[config.mk]
export PLATFORM = sky130hd
export DESIGN_NAME = jps_cfg
export DESIGN_NICKNAME = d
export VERILOG_FILES = /design/src/jps_pkg.sv /design/src/jps_cfg.sv
export SDC_FILE = /design/constraint.sdc
export NUM_CORES = 1
export LEC_CHECK = 0
export BUFFER_PORTS_ARGS = -buffer_cell sky130_fd_sc_hd__clkbuf_2
export CORE_ASPECT_RATIO = 0.7
export CORE_MARGIN = 3
export CORE_UTILIZATION = 46
export DETAILED_ROUTE_END_ITERATION = 8
export HOLD_SLACK_MARGIN = 0.08
export PLACE_DENSITY = 0.76
export SYNTH_ARGS = -nofsm -noshare
export SYNTH_HDL_FRONTEND = slang
export SYNTH_SLANG_ARGS = --single-unit
export TNS_END_PERCENT = 100
[constraint.sdc]
create_clock -name clk -period 2.27 [get_ports clk]
set_input_delay 0.3405 -clock clk [delete_from_list [all_inputs] [get_ports clk]]
set_output_delay 0.3405 -clock clk [all_outputs]
set_load 0.01 [all_outputs]
[src/jps_pkg.sv]
`timescale 1ns / 1ps
package jps_pkg;

	localparam int MAX_DIM    = 1024;
	localparam int LINE_LEN   = MAX_DIM + 2;
	localparam int ADDR_W     = $clog2(LINE_LEN);
	localparam int CNT_W      = ADDR_W;
	localparam int DIM_W      = 11;
	localparam int IDX_W      = 10;
	localparam int VAL_W      = 32;
	localparam int COEF_W     = 24;
	localparam int CD_W       = 32;
	localparam int COEF_FRAC  = 24;
	localparam int CFG_IDX_W  = 3;
	localparam int CFG_DATA_W = 32;

	// operand and product widths, all exact
	localparam int HS_W  = VAL_W + 1;
	localparam int PH_W  = HS_W + COEF_W + 1;
	localparam int PD_W  = VAL_W + CD_W + 1;
	localparam int ACC_W = PD_W + 2;
	localparam int Q_W   = ACC_W - COEF_FRAC;

	localparam logic [CFG_IDX_W-1:0] REG_ROW_COUNT       = CFG_IDX_W'(0);
	localparam logic [CFG_IDX_W-1:0] REG_COLUMN_COUNT    = CFG_IDX_W'(1);
	localparam logic [CFG_IDX_W-1:0] REG_COEF_HORIZONTAL = CFG_IDX_W'(2);
	localparam logic [CFG_IDX_W-1:0] REG_COEF_VERTICAL   = CFG_IDX_W'(3);
	localparam logic [CFG_IDX_W-1:0] REG_COEF_DENSITY    = CFG_IDX_W'(4);

	localparam logic [DIM_W-1:0]  ROW_COUNT_RST = DIM_W'(100);
	localparam logic [DIM_W-1:0]  COL_COUNT_RST = DIM_W'(100);
	localparam logic [COEF_W-1:0] COEF_H_RST    = COEF_W'(4194304);
	localparam logic [COEF_W-1:0] COEF_V_RST    = COEF_W'(4194304);
	localparam logic [CD_W-1:0]   COEF_D_RST    = CD_W'(1678);

	typedef struct packed {
		logic signed [VAL_W-1:0] old_value;
		logic signed [VAL_W-1:0] density_value;
	} item_t;

	typedef struct packed {
		logic signed [VAL_W-1:0] new_value;
		logic [IDX_W-1:0]        row_index;
		logic [IDX_W-1:0]        column_index;
		logic                    frame_last;
	} result_t;

	// last padded row/column index and coefficients, as seen by the datapath
	typedef struct packed {
		logic [CNT_W-1:0]  last_row;
		logic [CNT_W-1:0]  last_col;
		logic [COEF_W-1:0] coef_h;
		logic [COEF_W-1:0] coef_v;
		logic [CD_W-1:0]   coef_d;
	} dims_t;

	typedef struct packed {
		logic [IDX_W-1:0] row_index;
		logic [IDX_W-1:0] column_index;
		logic             frame_last;
	} tag_t;

	typedef struct packed {
		logic signed [HS_W-1:0]  hsum;
		logic signed [HS_W-1:0]  vsum;
		logic signed [VAL_W-1:0] rho;
		tag_t                    tag;
	} opnd_t;

endpackage

[src/jps_cfg.sv]
`timescale 1ns / 1ps
module jps_cfg (
	input  logic                             clk,
	input  logic                             arst_n,
	input  logic                             cfg_valid,
	output logic                             cfg_ready,
	input  logic [jps_pkg::CFG_IDX_W-1:0]    cfg_index,
	input  logic [jps_pkg::CFG_DATA_W-1:0]   cfg_data,
	output jps_pkg::dims_t                   dims
);
	import jps_pkg::*;

	localparam logic [DIM_W-1:0] DIM_MAX = DIM_W'(MAX_DIM);

	logic [DIM_W-1:0]  rows_q;
	logic [DIM_W-1:0]  cols_q;
	logic [COEF_W-1:0] coef_h_q;
	logic [COEF_W-1:0] coef_v_q;
	logic [CD_W-1:0]   coef_d_q;
	logic              wr;

	// padded last index: clamp the interior count to 1..MAX_DIM, then add one
	function automatic logic [CNT_W-1:0] pad_last(input logic [DIM_W-1:0] v);
		logic [DIM_W-1:0] c;
		if (v == '0) begin
			c = DIM_W'(1);
		end else if (v > DIM_MAX) begin
			c = DIM_MAX;
		end else begin
			c = v;
		end
		return CNT_W'(c) + CNT_W'(1);
	endfunction

	assign cfg_ready = 1'b1;
	assign wr = cfg_valid && cfg_ready;

	always_ff @(posedge clk or negedge arst_n) begin
		if (!arst_n) begin
			rows_q   <= ROW_COUNT_RST;
			cols_q   <= COL_COUNT_RST;
			coef_h_q <= COEF_H_RST;
			coef_v_q <= COEF_V_RST;
			coef_d_q <= COEF_D_RST;
		end else if (wr) begin
			unique case (cfg_index)
				REG_ROW_COUNT:       rows_q   <= cfg_data[DIM_W-1:0];
				REG_COLUMN_COUNT:    cols_q   <= cfg_data[DIM_W-1:0];
				REG_COEF_HORIZONTAL: coef_h_q <= cfg_data[COEF_W-1:0];
				REG_COEF_VERTICAL:   coef_v_q <= cfg_data[COEF_W-1:0];
				REG_COEF_DENSITY:    coef_d_q <= cfg_data[CD_W-1:0];
				default: begin
				end
			endcase
		end
	end

	always_comb begin
		dims.last_row = pad_last(rows_q);
		dims.last_col = pad_last(cols_q);
		dims.coef_h   = coef_h_q;
		dims.coef_v   = coef_v_q;
		dims.coef_d   = coef_d_q;
	end

endmodule

==> reports/qor.yml <==
run_status:
  status: "complete, but fails checks"
  violations: "negative setup slack"
clocking:
  cts_tree: "yes"
  root_buffer: "clkbuf_16"
  cts_sinks: 102
  clkTransAtPathRegs_ns: 0.06
  cts_buffer_depth: 2
  cts.htree.levels: 3
  clk_latency_ns: 0.33
  numCtsBuffers: 9
cells_and_area:
  drive_above_1_share_pct: 63.4
  nNetsFinal: 527
  area_delta_synth_final_pct: 33.5
  n_antenna_cell: 0
synth:
  synth-seq-cells: 102
  yosysMostFrequentCell: "mux2_2"
  avgSynthCellArea_um2: 13.8
  synth_top_family_by_area: "multiplexers"
  ys.flop_type: "dfrtp_1"
  synth_top_cell_by_area: "dfrtp_1"
  muxShareOfSynthArea_pct: 24.3
  ys_top_cells_by_area: "dfrtp_1, mux2_2, dfstp_2"
  synth_edf_count: 0
  yosys.area_share.adder_pct: 0.570
  ys_seq_area_share_pct: 58.5
  synth_common_cells: "mux2_2, dfrtp_1, nand2_1, dfstp_2"
  synth.distinct_cells: 36
  synthSimpleGateAreaFrac_pct: 8.26
  synth_compound_area_share_pct: 3.96
  syn-instance-count: 319
  yosysWarnings: 0
  syn_nets: 359
  syn_area_mm2: 0.00439
  synth-xor-area-share_pct: 1.60
  async_flop_share_pct: 100
  yosys.area.top_type_share_pct: 50.1
job:
  maxCapViolations: 0
global_route:
  grt_max_degree: 42
  antenna_found_initial: 0
  grt_pass1_vias: 3228
  grt_first_pass_wirelength_um: 16600
  grt_usage_pct: 20.2
  overflow: 0
power:
  power.total_uw: 5570
  switching_share_pct: 31.0
  switching_power_uw: 1730
  powerDensity_mw_per_mm2: 950
  clkPwrFrac_pct: 25.1
  intPower_uw: 3840
  vdd_drop_max_mv: 0.624
  p_leak_uw: 0.00272
  seq_power_share_pct: 45.3
  combPwrFrac_pct: 29.5
die:
  die_area_mm2: 0.0108
  row_count: 29
  ios: 141
  design.core.area_mm2: 0.00918
  start_util_pct: 47.8
  die_h_um: 87.8
  die_w_um: 123
worst_setup_path:
  rr_worst_depth: 3
  end_kind: "output port"
  cp.required_ns: 1.93
  cp_data_arrival_time_ns: 2.41
  r2r_end: "cols_q[5]"
  crit_type: "reg -> out"
  regToRegStartpoint: "cols_q[5]"
  startpoint_type: "flop"
  cp_max_fo: 4
  crit_start: "cols_q[1]"
  ff2ff_setup_slack_ns: 1.24
  crit_path_end: "dims[88]"
min_path:
  hold_path_class: "in -> reg"
sta:
  rsz0062_at_grt: "yes"
  post-route-period-util_pct: 121
  tightest_slew_ns: 0.548
  max_freq_ghz: 0.364
  finalClockSkew_ns: 0
  finalWorstSetupSlack_ns: -0.478
  fin_tns_setup_ns: -3.07
  relSlewSlack_pct: 63.5
  finalHoldViolCount: 0
  slew_violations: 0
  final-setup-viol-count: 11
  period_needed_ns: 2.75
placed_design:
  place_congestion: 0.843
  pre_cts_slack_ns: -0.0830
  port_buffers: 139
  hpwl_um: 7810
detailed_routing:
  initialDrtViolationCount: 115
  drcViolationCount: 0
  dr.pass1.iters: 4
  routed-via-count: 3212
  routed_wl_um: 10700
  antenna_left: 0
  wl_per_cell_um: 17.3
  routed_via_density: 5.21
metrics by stage:
step	util (%)	instance area, um2	hold slack [ns]	instances
4_1_cts	62.9	5780	0.226	614
3_5_place_dp	58.9	5400	0.360	593
2_1_floorplan	-	4410	0.0449	319
5_1_grt	63.9	5860	0.226	616
3_3_place_gp	58.9	5400	0.350	593
6_report	63.9	5860	0.238	616
kinds of logic after synthesis:
| kind of cell | count (synthesis) |
|---|---|
| buffers and inverters | 20 |
| AOI/OAI and AO/OA | 28 |
| muxes | 95 |
| xor gates and xnor gates | 8 |
| and+or+nand+nor | 63 |
| adders and majority gates | 2 |
| DFF | 102 |
| other | 1 |
sequential cells by signal, indices dropped and copies added (netlist names):
register,cells
coef_v_q,24
cols_q,11
rows_q,11
coef_h_q,24
coef_d_q,32
worst max-delay path: stages (launching register included):
cell	delay [ns]
dfrtp_1	0.41
nor4_4	0.31
a41oi_2	0.18
nor2_1	0.16
ha_2	0.21
nand4_1	0.14
or3_1	0.40
a21oi_2	0.13
buf_2	0.14
power by group through the flow:
stage	Clock [uW]	Combinational, uW	Sequential [uW]
finish	1400	1640	2520
global route	1540	1780	2580
CTS	1430	1610	2520
detailed placement	0	1550	2540
global placement	0	1520	2510
floorplan	0	639	2680
placed cells by master (no fill, tap or decap), drive strengths merged, types with 3 or more instances in the layout:
cell / n
o31ai: 4
nand3: 5
nand2: 17
inv: 8
o21ai: 13
clkbuf: 140
nor4: 6
a21oi: 4
or4: 3
nor2: 13
dfstp: 14
mux2: 94
a41oi: 4
dfrtp: 88
clkinv: 3
or3: 3
nand4b: 4
buf: 41
xor2: 3
xnor2: 5
how the worst min path moves through the flow:
stage                             from           end  slack (ns)  depth (start not counted)
after floorplan                 arst_n   coef_d_q[0]        0.04                          0
after global placement          arst_n   coef_v_q[5]        0.35                          1
after detailed placement        arst_n   coef_h_q[7]        0.36                          1
after CTS                 cfg_data[30]  coef_d_q[30]        0.23                          2
after global routing      cfg_data[31]  coef_d_q[31]        0.23                          2
final                     cfg_data[30]  coef_d_q[30]        0.24                          2
layout make-up:
type	instances	area (um2)
repair buffers	169	962
well taps	124	155
flip-flops and latches	102	2570
inverters	8	30.0
fillers	738	3320
clock buffers	13	250
clock inverters	3	22.5
multi-input cells	197	1870
what timing repair did:
| item | in CTS | in global routing |
|---|---|---|
| setup buffers | 5 | 2 |
| pin swaps | 10 | 8 |
| hold endpoints to repair | 30 | 0 |
| gates resized for setup | 12 | 21 |
| setup endpoints to repair | 10 | 14 |
| hold buffers | 1 | 0 |
metal layers:
layer	GRT usage (%)	share of wire, %	up-vias
met5	0	0	-
met4	6.50	1.6	0
met3	6.39	8.5	14
met2	32.5	48	117
met1	26.3	42	1601
li1	-	-	1480
Note: power is estimated with default switching activity, not from simulation.
